<file path="src/tdma_stt_pkg.sv">
// Shared constants and codes for the TDMA slot timing tracker.
// No dependencies; used by tdma_slot_timing_tracker and its testbench.
`timescale 1ns / 1ps
`default_nettype none

package tdma_stt_pkg;

	// Field widths
	localparam int TIME_W = 64;
	localparam int REG_W  = 32;
	localparam int OFF_W  = 32;
	localparam int ACT_W  = 2;
	localparam int TN_W   = 3;
	localparam int FN_W   = 5;
	localparam int MN_W   = 6;

	// Hyperframe geometry
	localparam int unsigned HYPERFRAME_SLOTS_DEF = 4320;
	localparam int unsigned FRAME_SLOTS          = 4;
	localparam int unsigned MF_SLOTS             = 72;

	// Resync reference: base = 72*mn + 4*fn + tn - SYNC_BIAS
	localparam int unsigned SYNC_BIAS = MF_SLOTS + FRAME_SLOTS + 1;
	// Largest base the field widths allow
	localparam int unsigned SYNC_SPAN = ((2 ** MN_W) - 1) * MF_SLOTS
		+ ((2 ** FN_W) - 1) * FRAME_SLOTS + ((2 ** TN_W) - 1) - SYNC_BIAS;

	// Step counter covers the 64 divide steps
	localparam int CNT_W = 7;

	// Register reset values
	localparam logic [REG_W-1:0] SLOT_PERIOD_RST = 32'd14166666;
	localparam logic [REG_W-1:0] LEAD_TIME_RST   = 32'd12500000;

	// Offset saturation limits
	localparam logic [OFF_W-1:0] OFF_MAX = 32'h7FFF_FFFF;
	localparam logic [OFF_W-1:0] OFF_MIN = 32'h8000_0000;

	typedef enum logic [ACT_W-1:0] {
		ACT_TICK = 2'd0,
		ACT_RX   = 2'd1,
		ACT_SYNC = 2'd2,
		ACT_NONE = 2'd3
	} action_t;

	typedef enum logic {
		REG_SLOT_PERIOD = 1'b0,
		REG_LEAD_TIME   = 1'b1
	} reg_index_t;

endpackage

`default_nettype wire

</file>
<file path="src/tdma_slot_timing_tracker.sv">
// TDMA slot timing tracker: tx slot scheduling, rx slot placement, resync.
// Depends on tdma_stt_pkg for widths, codes and reset values.
`timescale 1ns / 1ps
`default_nettype none

// Tracks the next transmit slot time and its index in a hyperframe of
// HYPERFRAME_SLOTS slots and returns exactly one result per item. One item
// is worked on at a time. Below, V is the bit count of the serial mod unit
// (14 at the default hyperframe). A tick passes the seed, add, difference and
// fire-test states; when it fires, the serial unit then splits the slot index
// into tn, fn and mn by a serial divide by 72, else the tick ends after the
// test. A received burst runs the 64-step restoring divider, one quotient bit
// per cycle, then the serial unit. A resync first reduces the reference index
// mod HYPERFRAME_SLOTS serially, and when it is behind the tx slot time it
// then also runs the divider. An unused action goes straight to the result.
// A stalled output holds the sequencer in its final state until the output
// register is free. The next item is taken as soon as the sequencer is idle,
// while an earlier result may still wait in the output register.
module tdma_slot_timing_tracker #(
	parameter int unsigned HYPERFRAME_SLOTS = tdma_stt_pkg::HYPERFRAME_SLOTS_DEF
) (
	input  logic                                  clk,
	input  logic                                  arst_n,
	// configuration writes
	input  logic                                  cfg_valid,
	output logic                                  cfg_ready,
	input  logic                                  cfg_index,
	input  logic [tdma_stt_pkg::REG_W-1:0]        cfg_data,
	// input items
	input  logic                                  in_valid,
	output logic                                  in_stall,
	input  logic [tdma_stt_pkg::ACT_W-1:0]        action,
	input  logic [tdma_stt_pkg::TIME_W-1:0]       stamp,
	input  logic [tdma_stt_pkg::TN_W-1:0]         sync_tn,
	input  logic [tdma_stt_pkg::FN_W-1:0]         sync_fn,
	input  logic [tdma_stt_pkg::MN_W-1:0]         sync_mn,
	// results
	output logic                                  out_valid,
	input  logic                                  out_stall,
	output logic                                  fired,
	output logic [tdma_stt_pkg::TIME_W-1:0]       slot_stamp,
	output logic signed [tdma_stt_pkg::OFF_W-1:0] offset,
	output logic [tdma_stt_pkg::TN_W-1:0]         out_tn,
	output logic [tdma_stt_pkg::FN_W-1:0]         out_fn,
	output logic [tdma_stt_pkg::MN_W-1:0]         out_mn
);

	localparam int TW    = tdma_stt_pkg::TIME_W;
	localparam int RW    = tdma_stt_pkg::REG_W;
	localparam int CW    = tdma_stt_pkg::CNT_W;
	localparam int IDX_W = $clog2(HYPERFRAME_SLOTS);
	localparam int V_W   = $clog2(tdma_stt_pkg::SYNC_SPAN + 2 * HYPERFRAME_SLOTS + 1);

	localparam logic [IDX_W:0] HS  = (IDX_W + 1)'(HYPERFRAME_SLOTS);
	localparam logic [IDX_W:0] M72 = (IDX_W + 1)'(tdma_stt_pkg::MF_SLOTS);
	localparam logic [V_W-1:0] SYNC_OFS =
		V_W'(2 * HYPERFRAME_SLOTS - tdma_stt_pkg::SYNC_BIAS);

	typedef enum logic [19:0] {
		ST_IDLE    = 20'h00001,
		ST_T_SEED  = 20'h00002,
		ST_T_ADD   = 20'h00004,
		ST_T_DIFF  = 20'h00008,
		ST_T_FIRE  = 20'h00010,
		ST_R_DIFF  = 20'h00020,
		ST_R_ABS   = 20'h00040,
		ST_DIV     = 20'h00080,
		ST_R_ROUND = 20'h00100,
		ST_R_SIGN  = 20'h00200,
		ST_R_IDX   = 20'h00400,
		ST_S_LOAD  = 20'h00800,
		ST_S_BASE  = 20'h01000,
		ST_S_FIRST = 20'h02000,
		ST_S_DIFF  = 20'h04000,
		ST_S_NEG   = 20'h08000,
		ST_S_KMOD  = 20'h10000,
		ST_S_STEP  = 20'h20000,
		ST_SLOT    = 20'h40000,
		ST_FIN     = 20'h80000
	} state_t;

	state_t                         state_q;
	tdma_stt_pkg::action_t          act_q;
	logic [TW-1:0]                  stamp_q;
	logic [tdma_stt_pkg::TN_W-1:0]  tn_q;
	logic [tdma_stt_pkg::FN_W-1:0]  fn_q;
	logic [tdma_stt_pkg::MN_W-1:0]  mn_q;

	// config (period held as its effective value, zero reads as one)
	logic [RW-1:0]                  per_q;
	logic [RW-1:0]                  lead_q;

	// tracker state
	logic [TW-1:0]                  nxt_q;
	logic [IDX_W-1:0]               idx_q;

	// working registers
	logic [IDX_W-1:0]               base_q;
	logic                           seed_q;
	logic                           neg_q;
	logic                           round_q;
	logic [TW-1:0]                  w_q;
	logic [TW-1:0]                  dq_q;
	logic [RW-1:0]                  rem_q;
	logic [RW-1:0]                  mag_q;
	logic [CW-1:0]                  cnt_q;
	logic [V_W-1:0]                 nsh_q;
	logic [IDX_W-1:0]               nrem_q;
	logic [tdma_stt_pkg::MN_W-1:0]  nquo_q;

	// pending result
	logic                           res_fired_q;
	logic [TW-1:0]                  res_stamp_q;
	logic [tdma_stt_pkg::OFF_W-1:0] res_off_q;

	// output register
	logic                           out_valid_q;
	logic                           fired_q;
	logic [TW-1:0]                  slot_stamp_q;
	logic [tdma_stt_pkg::OFF_W-1:0] offset_q;
	logic [tdma_stt_pkg::TN_W-1:0]  out_tn_q;
	logic [tdma_stt_pkg::FN_W-1:0]  out_fn_q;
	logic [tdma_stt_pkg::MN_W-1:0]  out_mn_q;

	// combinational helpers
	logic [RW:0]       div_t;
	logic [RW+1:0]     div_diff;
	logic              div_bit;
	logic [RW-1:0]     div_rem;
	logic              nar_bit;
	logic [IDX_W:0]    nar_mod;
	logic [IDX_W:0]    nar_t;
	logic [IDX_W:0]    nar_sub;
	logic              nar_q;
	logic [IDX_W-1:0]  nar_rem;
	logic [TW-1:0]     w_mag;
	logic              tick_fire;
	logic              rx_round;
	logic              rnz;
	logic [IDX_W:0]    idx_p1;
	logic [IDX_W-1:0]  idx_inc;
	logic [IDX_W:0]    base_p1;
	logic [IDX_W-1:0]  base_inc;
	logic [IDX_W:0]    q_p1;
	logic [IDX_W-1:0]  q_inc;
	logic [IDX_W:0]    q_neg;
	logic [IDX_W:0]    ridx_sum;
	logic [IDX_W:0]    ridx_sub;
	logic [IDX_W-1:0]  ridx;
	logic [IDX_W:0]    ksum;
	logic [IDX_W:0]    ksub;
	logic [IDX_W-1:0]  kmod;
	logic [IDX_W:0]    sidx_sum;
	logic [IDX_W:0]    sidx_sub;
	logic [IDX_W-1:0]  sidx;
	logic [V_W-1:0]    sync_v;
	logic              rx_sign;
	logic              in_take;
	logic              out_free;

	assign cfg_ready = 1'b1;
	assign in_stall  = (state_q != ST_IDLE);
	assign in_take   = in_valid && !in_stall;
	assign out_free  = !out_valid_q || !out_stall;

	assign out_valid  = out_valid_q;
	assign fired      = fired_q;
	assign slot_stamp = slot_stamp_q;
	assign offset     = offset_q;
	assign out_tn     = out_tn_q;
	assign out_fn     = out_fn_q;
	assign out_mn     = out_mn_q;

	// restoring divider step: one quotient bit per cycle
	always_comb begin
		div_t    = {rem_q, dq_q[TW-1]};
		div_diff = {1'b0, div_t} - {2'b00, per_q};
		div_bit  = !div_diff[RW+1];
		div_rem  = div_bit ? div_diff[RW-1:0] : div_t[RW-1:0];
	end

	// serial mod unit: rem = (2*rem + bit) mod M, quotient bits shifted out
	always_comb begin
		nar_bit = (state_q == ST_DIV) ? div_bit : nsh_q[V_W-1];
		nar_mod = (state_q == ST_SLOT) ? M72 : HS;
		nar_t   = {nrem_q, nar_bit};
		nar_sub = nar_t - nar_mod;
		nar_q   = (nar_t >= nar_mod);
		nar_rem = nar_q ? nar_sub[IDX_W-1:0] : nar_t[IDX_W-1:0];
	end

	// index arithmetic: sums that wrap at HYPERFRAME_SLOTS, plus the tick and rx tests
	always_comb begin
		w_mag     = ~w_q + 64'd1;
		// w = slot time - now; fire when now is past it or within lead time
		tick_fire = (w_q[TW-1] && (w_q[TW-2:0] != '0)) ||
			((w_q[TW-1:RW] == '0) && (w_q[RW-1:0] <= lead_q));
		rx_round  = ({rem_q, 1'b0} >= {1'b0, per_q});
		rnz       = (rem_q != '0);
		rx_sign   = round_q ^ neg_q;

		idx_p1   = {1'b0, idx_q} + (IDX_W + 1)'(1);
		idx_inc  = (idx_p1 == HS) ? '0 : idx_p1[IDX_W-1:0];
		base_p1  = {1'b0, base_q} + (IDX_W + 1)'(1);
		base_inc = (base_p1 == HS) ? '0 : base_p1[IDX_W-1:0];
		q_p1     = {1'b0, nrem_q} + (IDX_W + 1)'(1);
		q_inc    = (q_p1 == HS) ? '0 : q_p1[IDX_W-1:0];
		q_neg    = HS - {1'b0, nrem_q};

		ridx_sum = {1'b0, idx_q} + {1'b0, nrem_q};
		ridx_sub = ridx_sum - HS;
		ridx     = (ridx_sum >= HS) ? ridx_sub[IDX_W-1:0] : ridx_sum[IDX_W-1:0];

		ksum = {1'b0, nrem_q} + (IDX_W + 1)'(1) + (IDX_W + 1)'(rnz);
		ksub = ksum - HS;
		kmod = (ksum >= HS) ? ksub[IDX_W-1:0] : ksum[IDX_W-1:0];

		sidx_sum = {1'b0, base_q} + {1'b0, nrem_q};
		sidx_sub = sidx_sum - HS;
		sidx     = (sidx_sum >= HS) ? sidx_sub[IDX_W-1:0] : sidx_sum[IDX_W-1:0];

		// reference slot index biased non-negative by two hyperframes
		sync_v = V_W'(mn_q) * V_W'(tdma_stt_pkg::MF_SLOTS)
			+ V_W'(fn_q) * V_W'(tdma_stt_pkg::FRAME_SLOTS)
			+ V_W'(tn_q) + SYNC_OFS;
	end

	// sequencer and datapath
	always_ff @(posedge clk or negedge arst_n) begin
		if (!arst_n) begin
			state_q      <= ST_IDLE;
			act_q        <= tdma_stt_pkg::ACT_NONE;
			stamp_q      <= '0;
			tn_q         <= '0;
			fn_q         <= '0;
			mn_q         <= '0;
			per_q        <= tdma_stt_pkg::SLOT_PERIOD_RST;
			lead_q       <= tdma_stt_pkg::LEAD_TIME_RST;
			nxt_q        <= '0;
			idx_q        <= '0;
			base_q       <= '0;
			seed_q       <= 1'b0;
			neg_q        <= 1'b0;
			round_q      <= 1'b0;
			w_q          <= '0;
			dq_q         <= '0;
			rem_q        <= '0;
			mag_q        <= '0;
			cnt_q        <= '0;
			nsh_q        <= '0;
			nrem_q       <= '0;
			nquo_q       <= '0;
			res_fired_q  <= 1'b0;
			res_stamp_q  <= '0;
			res_off_q    <= '0;
			out_valid_q  <= 1'b0;
			fired_q      <= 1'b0;
			slot_stamp_q <= '0;
			offset_q     <= '0;
			out_tn_q     <= '0;
			out_fn_q     <= '0;
			out_mn_q     <= '0;
		end else begin
			// config transfer
			if (cfg_valid && cfg_ready) begin
				unique case (tdma_stt_pkg::reg_index_t'(cfg_index))
					tdma_stt_pkg::REG_SLOT_PERIOD: begin
						per_q <= (cfg_data == '0) ? RW'(1) : cfg_data;
					end
					tdma_stt_pkg::REG_LEAD_TIME: begin
						lead_q <= cfg_data;
					end
				endcase
			end

			// result taken downstream; in ST_FIN the next result takes its place
			if (out_valid_q && !out_stall && (state_q != ST_FIN))
				out_valid_q <= 1'b0;

			unique case (state_q)
				ST_IDLE: begin
					if (in_take) begin
						act_q       <= tdma_stt_pkg::action_t'(action);
						stamp_q     <= stamp;
						tn_q        <= sync_tn;
						fn_q        <= sync_fn;
						mn_q        <= sync_mn;
						res_fired_q <= 1'b0;
						unique case (tdma_stt_pkg::action_t'(action))
							tdma_stt_pkg::ACT_TICK: state_q <= ST_T_SEED;
							tdma_stt_pkg::ACT_RX:   state_q <= ST_R_DIFF;
							tdma_stt_pkg::ACT_SYNC: state_q <= ST_S_LOAD;
							tdma_stt_pkg::ACT_NONE: state_q <= ST_FIN;
						endcase
					end
				end

				// tick: seed on first use as now + lead + period
				ST_T_SEED: begin
					seed_q <= (nxt_q == '0);
					if (nxt_q == '0)
						nxt_q <= stamp_q + TW'(lead_q);
					state_q <= ST_T_ADD;
				end
				ST_T_ADD: begin
					if (seed_q)
						nxt_q <= nxt_q + TW'(per_q);
					state_q <= ST_T_DIFF;
				end
				ST_T_DIFF: begin
					w_q     <= nxt_q - stamp_q;
					state_q <= ST_T_FIRE;
				end
				ST_T_FIRE: begin
					if (tick_fire) begin
						res_fired_q <= 1'b1;
						res_stamp_q <= nxt_q;
						res_off_q   <= '0;
						nxt_q       <= nxt_q + TW'(per_q);
						nsh_q       <= V_W'(idx_q);
						nrem_q      <= '0;
						nquo_q      <= '0;
						cnt_q       <= CW'(V_W - 1);
						idx_q       <= idx_inc;
						state_q     <= ST_SLOT;
					end else begin
						state_q <= ST_FIN;
					end
				end

				// rx: distance from tx slot time, split into sign and magnitude
				ST_R_DIFF: begin
					w_q     <= stamp_q - nxt_q;
					state_q <= ST_R_ABS;
				end
				ST_R_ABS: begin
					neg_q   <= w_q[TW-1];
					dq_q    <= w_q[TW-1] ? w_mag : w_q;
					rem_q   <= '0;
					nrem_q  <= '0;
					nquo_q  <= '0;
					cnt_q   <= CW'(TW - 1);
					state_q <= ST_DIV;
				end

				// shared divider; quotient mod hyperframe tracked alongside
				ST_DIV: begin
					rem_q  <= div_rem;
					dq_q   <= {dq_q[TW-2:0], div_bit};
					nrem_q <= nar_rem;
					nquo_q <= {nquo_q[tdma_stt_pkg::MN_W-2:0], nar_q};
					if (cnt_q == '0) begin
						if (act_q == tdma_stt_pkg::ACT_RX)
							state_q <= ST_R_ROUND;
						else
							state_q <= ST_S_KMOD;
					end else begin
						cnt_q <= cnt_q - CW'(1);
					end
				end

				// round half away from zero
				ST_R_ROUND: begin
					round_q <= rx_round;
					mag_q   <= rx_round ? (per_q - rem_q) : rem_q;
					if (rx_round)
						nrem_q <= q_inc;
					state_q <= ST_R_SIGN;
				end
				ST_R_SIGN: begin
					if (!rx_sign)
						res_off_q <= mag_q[RW-1] ? tdma_stt_pkg::OFF_MAX : mag_q;
					else if (mag_q > tdma_stt_pkg::OFF_MIN)
						res_off_q <= tdma_stt_pkg::OFF_MIN;
					else
						res_off_q <= ~mag_q + RW'(1);
					if (neg_q && (nrem_q != '0))
						nrem_q <= q_neg[IDX_W-1:0];
					state_q <= ST_R_IDX;
				end
				ST_R_IDX: begin
					res_fired_q <= 1'b1;
					res_stamp_q <= stamp_q;
					nsh_q       <= V_W'(ridx);
					nrem_q      <= '0;
					nquo_q      <= '0;
					cnt_q       <= CW'(V_W - 1);
					state_q     <= ST_SLOT;
				end

				// resync: reduce the reference index mod hyperframe serially
				ST_S_LOAD: begin
					nsh_q   <= sync_v;
					nrem_q  <= '0;
					nquo_q  <= '0;
					cnt_q   <= CW'(V_W - 1);
					state_q <= ST_S_BASE;
				end
				ST_S_BASE: begin
					nrem_q <= nar_rem;
					nquo_q <= {nquo_q[tdma_stt_pkg::MN_W-2:0], nar_q};
					nsh_q  <= {nsh_q[V_W-2:0], 1'b0};
					if (cnt_q == '0) begin
						base_q  <= nar_rem;
						state_q <= ST_S_FIRST;
					end else begin
						cnt_q <= cnt_q - CW'(1);
					end
				end
				ST_S_FIRST: begin
					w_q     <= stamp_q + TW'(per_q);
					state_q <= ST_S_DIFF;
				end
				ST_S_DIFF: begin
					w_q     <= w_q - nxt_q;
					state_q <= ST_S_NEG;
				end
				ST_S_NEG: begin
					if (!w_q[TW-1]) begin
						// not behind: one slot past the reference
						nxt_q   <= stamp_q + TW'(per_q);
						idx_q   <= base_inc;
						state_q <= ST_FIN;
					end else begin
						dq_q    <= w_mag;
						rem_q   <= '0;
						nrem_q  <= '0;
						nquo_q  <= '0;
						cnt_q   <= CW'(TW - 1);
						state_q <= ST_DIV;
					end
				end
				// k = 1 + ceil(m/p); new slot time = old - r (+ p when r != 0)
				ST_S_KMOD: begin
					nrem_q  <= kmod;
					mag_q   <= per_q - rem_q;
					state_q <= ST_S_STEP;
				end
				ST_S_STEP: begin
					if (rnz)
						nxt_q <= nxt_q + TW'(mag_q);
					idx_q   <= sidx;
					state_q <= ST_FIN;
				end

				// slot index -> multiframe (quotient) and slot in multiframe
				ST_SLOT: begin
					nrem_q <= nar_rem;
					nquo_q <= {nquo_q[tdma_stt_pkg::MN_W-2:0], nar_q};
					nsh_q  <= {nsh_q[V_W-2:0], 1'b0};
					if (cnt_q == '0)
						state_q <= ST_FIN;
					else
						cnt_q <= cnt_q - CW'(1);
				end

				// hand the result to the output register
				ST_FIN: begin
					if (out_free) begin
						out_valid_q <= 1'b1;
						fired_q     <= res_fired_q;
						if (res_fired_q) begin
							slot_stamp_q <= res_stamp_q;
							offset_q     <= res_off_q;
							out_tn_q     <= {1'b0, nrem_q[1:0]} + 3'd1;
							out_fn_q     <= nrem_q[6:2] + 5'd1;
							out_mn_q     <= nquo_q + 6'd1;
						end else begin
							slot_stamp_q <= '0;
							offset_q     <= '0;
							out_tn_q     <= '0;
							out_fn_q     <= '0;
							out_mn_q     <= '0;
						end
						state_q <= ST_IDLE;
					end
				end

				default: begin
					state_q <= ST_IDLE;
				end
			endcase
		end
	end

endmodule

`default_nettype wire

</file>
<file path="config.mk">
export PLATFORM = sky130hd
export DESIGN_NAME = tdma_slot_timing_tracker
export DESIGN_NICKNAME = d
export VERILOG_FILES = /design/src/tdma_stt_pkg.sv /design/src/tdma_slot_timing_tracker.sv
export SDC_FILE = /design/constraint.sdc
export NUM_CORES = 2
export LEC_CHECK = 0
export ABC_CLOCK_PERIOD_IN_PS = 5800
export BUFFER_PORTS_ARGS = -buffer_cell sky130_fd_sc_hd__buf_4
export CAP_MARGIN = 20
export CORE_MARGIN = 2
export CORE_UTILIZATION = 30
export DETAILED_ROUTE_END_ITERATION = 8
export MAX_ROUTING_LAYER = met4
export REMOVE_ABC_BUFFERS = 1
export SYNTH_ARGS = -nofsm -noshare
export SYNTH_HDL_FRONTEND = slang
export SYNTH_SLANG_ARGS = --single-unit
</file>
<file path="constraint.sdc">
create_clock -name clk -period 5.8 [get_ports clk]
set_input_delay 1.16 -clock clk [delete_from_list [all_inputs] [get_ports clk]]
set_output_delay 1.16 -clock clk [all_outputs]
set_load 0.005 [all_outputs]
</file>
### Yosys cells after proc, flatten, opt, wreduce, memory -nomap -nowiden

Index checks and enable logic that the tools add are counted.

* bits in registers: 698
* input port bits: 118
* output and inout port bits: 114
* word-level logic and storage cells: 238

* add/sub/neg operators: 29
* multiply operators: 1
* $lt $le $gt $ge: 7
* eq/ne operators: 43
* multiplexer cells: 70
* bitwise logic cells: 4
* reduce and logical (&&, ||, !) cells: 52

Operators with widths (count)
* 64-bit 2-to-1 mux: 9
* 20-bit one-hot mux with 20 select lines: 1
* 64-bit one-hot mux with 5 select lines: 1
* 64-bit by 32-bit adder with 64-bit output: 4
* 32-bit 2-to-1 mux: 8
* 64-bit one-hot mux with 4 select lines: 1
* 64-bit one-hot mux with 3 select lines: 1
* 64-bit subtractor: 3
* 13-bit 2-to-1 mux: 14
* 20-bit 2-to-1 mux: 7
* 32-bit one-hot mux with 2 select lines: 2
* 64-bit one-hot mux with 2 select lines: 1
* 32-bit one-hot mux with 3 select lines: 1
* 13-bit one-hot mux with 7 select lines: 1
* 20-bit one-hot mux with 4 select lines: 1
* 64-bit by 1-bit adder with 64-bit output, second input constant: 1
* 32-bit logical NOT: 2
* 64-bit logical NOT: 1
* 64-bit inverter: 1
* 63-bit nonzero test: 1
* 14-bit one-hot mux with 4 select lines: 1
* 13-bit by 1-bit adder with 14-bit output, second input constant: 3
* 14-bit by 13-bit equality test with 1-bit output, second input constant: 3
* 14-bit by 13-bit >= comparator with 1-bit output, second input constant: 3
* 80 further kinds: 135

### Longest topological paths before layout

* depth in word-level cells: 6
* gate-level depth with buffers: 24
* mapped depth without buffers: 19

### Least setup slack after synthesis

Ideal clock, no wire load.

* kind: register -> register
* from: register state_q[16]
* to: register w_q[48]
* library setup time: 0.132 ns
* arrival time: 5.209 ns
* data required time: 5.668 ns
* path slack: 0.458 ns
* cell stages (with the launch flop): 23
* path buffers: 4
* period minus slack after synthesis: 5.342 ns
* cell sequence: dfrtp_1 clkbuf_1 nor4_2 and3_1 clkbuf_1 nand4_1 inv_1 clkbuf_1 clkbuf_1 o21ai_0 ha_1 a211oi_1 o21ai_0 a31oi_1 o2111ai_1 a31oi_1 a31oi_1 a21o_1 a221o_1 a221oi_1 xnor2_1 a2111oi_0 nor2_1

* word-level cells in the longest chain between the ends: 2
* elaborated cells on any way between the ends: 6
* classes of those cells: 4 x eq/ne; 1 x mux; 1 x reduce/logical

RTL lines
* from (decl): line tdma_slot_timing_tracker.sv:82 `state_t state_q;`
* from (signal assigned): line tdma_slot_timing_tracker.sv:231 `state_q <= ST_IDLE;`
* from (signal assigned): line tdma_slot_timing_tracker.sv:290 `tdma_stt_pkg::ACT_TICK: state_q <= ST_T_SEED;`
* from (signal assigned): line tdma_slot_timing_tracker.sv:291 `tdma_stt_pkg::ACT_RX: state_q <= ST_R_DIFF;`
* 20-bit by 15-bit equality test with 1-bit output, or another cell as far along: line tdma_slot_timing_tracker.sv:280 `unique case (state_q)`
* 64-bit one-hot mux with 4 select lines / 4-bit nonzero test (equally long branches)
* to (signal assigned): line tdma_slot_timing_tracker.sv:311 `w_q <= nxt_q - stamp_q;`
* to (signal assigned): line tdma_slot_timing_tracker.sv:333 `w_q <= stamp_q - nxt_q;`
* to (signal assigned): line tdma_slot_timing_tracker.sv:411 `w_q <= stamp_q + TW'(per_q);`
* to (decl): line tdma_slot_timing_tracker.sv:102 `logic [TW-1:0] w_q;`

Several ways; a longest one is shown, not always the timed one.
A chain may end at the register's enable or synchronous reset.

### Final worst setup path

* from: register state_q[9]
* to: register w_q[61]

Same word-level chain as after synthesis.

==> results by group <==
Power and ir drop
  • Switching portion of total power: 0.496
  • Reg power frac: 0.226
  • Tot Pwr: 35200 uW
  • VDD IR max: 0.310 mV
  • Comb pwr share: 0.594
  • Internal Power: 17700 uW
  • Leak pwr: 0.0284 uW
  • Pwr per Cell Area: 534 mW/mm^2
  • Sw power: 17500 uW
  • Clock power share: 0.180

Cells and area
  • Nets: 7914
  • Fillers: 19.8k
  • Area occupied by multi-input gates: 0.0367 mm^2
  • FF+latch area: 0.0175 mm^2
  • Area added between synthesis and finish: 16.2%
  • Final non-filler cell total: 9978
  • Share of cells above drive strength 1: 0.123
  • End-of-flow core utilization: 0.351

Routing
  • Vias per inst: 5.73
  • Drt first-iter violations: 5373
  • Vias: 57.1k
  • DR DRC count: 10
  • Avg WL per Cell: 25.0 um
  • Antenna-violating nets left: 0
  • Final WL: 250 mm
  • Drt pass-1 iters: 9

STA
  • Hold slack: 0.455 ns
  • Final worst-path cycle share: 0.947
  • Slew @ Worst Pin: 1.18 ns
  • Slew headroom: 0.201
  • Fin. max-slew vios: 0
  • Final hold viol count: 0
  • Clock skew: 0.0574 ns
  • Fmax: 0.182 GHz
  • Endpoints failing setup: 0
  • Min Tclk post-route: 5.50 ns

Clock tree
  • Hold-fix buffers, CTS: 0
  • Worst-skew pair later-pin latency: 0.78 ns
  • H-tree levels: 3
  • Clk buf depth: 3
  • Clk pin slew, worst setup/hold paths: 0.06 ns
  • CTS tree: yes
  • Root Driver: clkbuf_16
  • Total CTS buffers: 91
  • CTS sink count: 698

Synthesis
  • Prevailing post-synth register cell: dfrtp_1
  • Synthesized area: 0.0568 mm^2
  • EDFF count, synth: 0
  • Syn. warnings: 0
  • Sequential fraction of the synthesis area: 0.308
  • Cells after Synth: 7173
  • Library cells used by synthesis: 110
  • Post-synth ARST share: 1.00
  • Mapped Avg Cell Area: 7.91 um^2
  • Register bit total from synthesis: 698

Worst setup path
  • Crit end category: register
  • Crit-path leading delay family: simple AND/OR/NAND/NOR gates
  • WP data arrival: 6.08 ns
  • Req. time, crit path: 6.39 ns
  • Crit path cell chain: or4_4 -> nor2_2 -> nand4_1 -> clkinv_2 -> buf_12 -> buf_12 -> o21ai_0 -> ha_1 -> nand4_1 -> nor3_1 -> nand3_1 -> a2111oi_4 -> o21ai_0 -> a41o_1 -> or3_1 -> a21oi_1 -> nor2_1 -> xor2_1 -> o21ai_0
  • Slowest CP cell: or4_4
  • CP peak stage delay: 0.55 ns
  • R2R Path Start: state_q[9]$_DFFE_PN0P_
  • Startpoint types: register
  • R2R cell count: 19
  • CP Depth: 19
  • WS Path Type: register to register
  • Crit path from: state_q[9]$_DFFE_PN0P_
  • Crit path buf inv count: 3
  • Crit path top cell by count: o21ai_0
  • CP max FO: 51

Global routing
  • Congestion Overflow GR: 0
  • Largest net degree at the start of global routing: 223
  • Initial antenna violation count: 7
  • Vias in the first global route: 54.5k
  • Total track usage: 0.259
  • First-pass GRT wire length: 367 mm

Floorplan
  • Die ar.: 0.193 mm^2
  • Die Width: 439 um
  • Chip Height: 439 um
  • I/O Pins: 232
  • Initial Utilization: 0.302
  • Row count: 159
  • Core area: 0.188 mm^2

Job
  • Max-cap violations: 0

Outcome
  • Failing checks: DRC
  • Outcome: finished, violations left

Placed design
  • RD Place Congestion: 1.02
  • Port bufs: 230
  • Placed cell count: 9799
  • Hpwl dp: 193 mm

Min path
  • HP Class: input port to async pin
-- per-layer routing --
metal  wire [um]  vias up  GRT usage  share of wire
met2      112000     2152      0.397           0.45
met5           0        -          -              0
met1      109000    28100      0.339           0.44
li1            -    26500          -              -
met4       12000        0      0.111          0.048
met3       16600      469     0.0385          0.066
-- state kept, by name (all words and copies together) (netlist names), 6 cells and up --
name / flops
stamp_q: 64
out_mn: 6
lead_q: 32
base_q: 13
offset: 32
w_q: 64
slot_stamp: 64
res_stamp_q: 64
mag_q: 32
per_q: 32
state_q: 20
idx_q: 13
rem_q: 32
res_off_q: 32
mn_q: 6
cnt_q: 7
nrem_q: 13
nsh_q: 14
nxt_q: 64
dq_q: 64
nquo_q: 6
-- cells in the mapped netlist (all sizes together) (70+ instances only) --
master	count	area (um^2)
nor4	89	622
mux2	119	1340
o21ai	850	4250
o22ai	83	519
nand2	983	3690
a221oi	70	613
nor3	154	786
nor2	515	1960
a21oi	573	2870
clkbuf	326	1220
xor2	152	1330
ha	385	4820
inv	340	1280
a21o	171	1280
mux2i	80	801
a31oi	71	444
nand3	132	673
xnor2	259	2270
nand4	96	601
dfrtp	673	16800
-- area by class of cell --
class                      instances  area share
tap                             2495      0.0473
clock inverter                    53      0.0117
clock buffer                     119      0.0382
timing repair buffer             508      0.0613
sequential                       698       0.265
inverter                         343      0.0195
multi-input combinational       5758       0.556
antenna                            4    0.000152
-- what timing repair did --
action	CTS	global route
gates resized for setup	2	24
endpoints found under the hold margin	0	0
gates cloned	0	0
pin swaps	2	4
setup endpoints to repair	4	26
buffers inserted	0	2
-- kinds of logic after synthesis --
| kind of cell | synth area share |
|---|---|
| other cells | 0.0000661 |
| flops | 0.308 |
| buf+inv | 0.0482 |
| compound gates | 0.258 |
| mux | 0.0377 |
| simple gates | 0.196 |
| fa+ha+maj | 0.0888 |
| xor+xnor | 0.0634 |
-- worst paths after layout --
path | endpoint | slack [ns]
max | w_q[61]$_DFFE_PN0P_ | 0.30
min | res_stamp_q[31]$_DFFE_PN0P_ | 0.45
max reg2reg | w_q[61]$_DFFE_PN0P_ | 0.30
min reg2reg | dq_q[25]$_DFFE_PN0P_ | 0.47
max in group asynchronous | offset[0]$_DFFE_PN0P_ | 3.95
min in group clk | dq_q[25]$_DFFE_PN0P_ | 0.47
-- power by group through the flow --
stage	clock (uW)	combinational, uW	sequential [uW]
6_report	6330	20900	7980
4_1_cts	6460	20500	7940
3_5_place_dp	0	20300	8020
2_1_floorplan	0	13900	7180
3_3_place_gp	0	20300	7990
5_1_grt	6630	22800	8080
-- metrics by stage --
step | setup slack, ns | area, um^2 | setup TNS [ns]
6_report | 0.305 | 66000 | 0
5_1_grt | -0.00578 | 66000 | -0.00912
4_1_cts | 0.0516 | 65800 | 0
3_5_place_dp | -0.262 | 62500 | -0.262
3_3_place_gp | -0.663 | 62500 | -1.29
2_1_floorplan | -1.80 | 55300 | -323.49
-- layout by cell type, fill, tap and decap left out, drive strengths merged, types with 152 or more instances in the layout --
cell type,instances
a21o,171
a21oi,573
buf,508
dfrtp,673
ha,385
inv,344
nand2,983
nor2,515
nor3,154
o21ai,850
xnor2,259
xor2,152
Note: power is estimated with default switching activity, not from simulation.
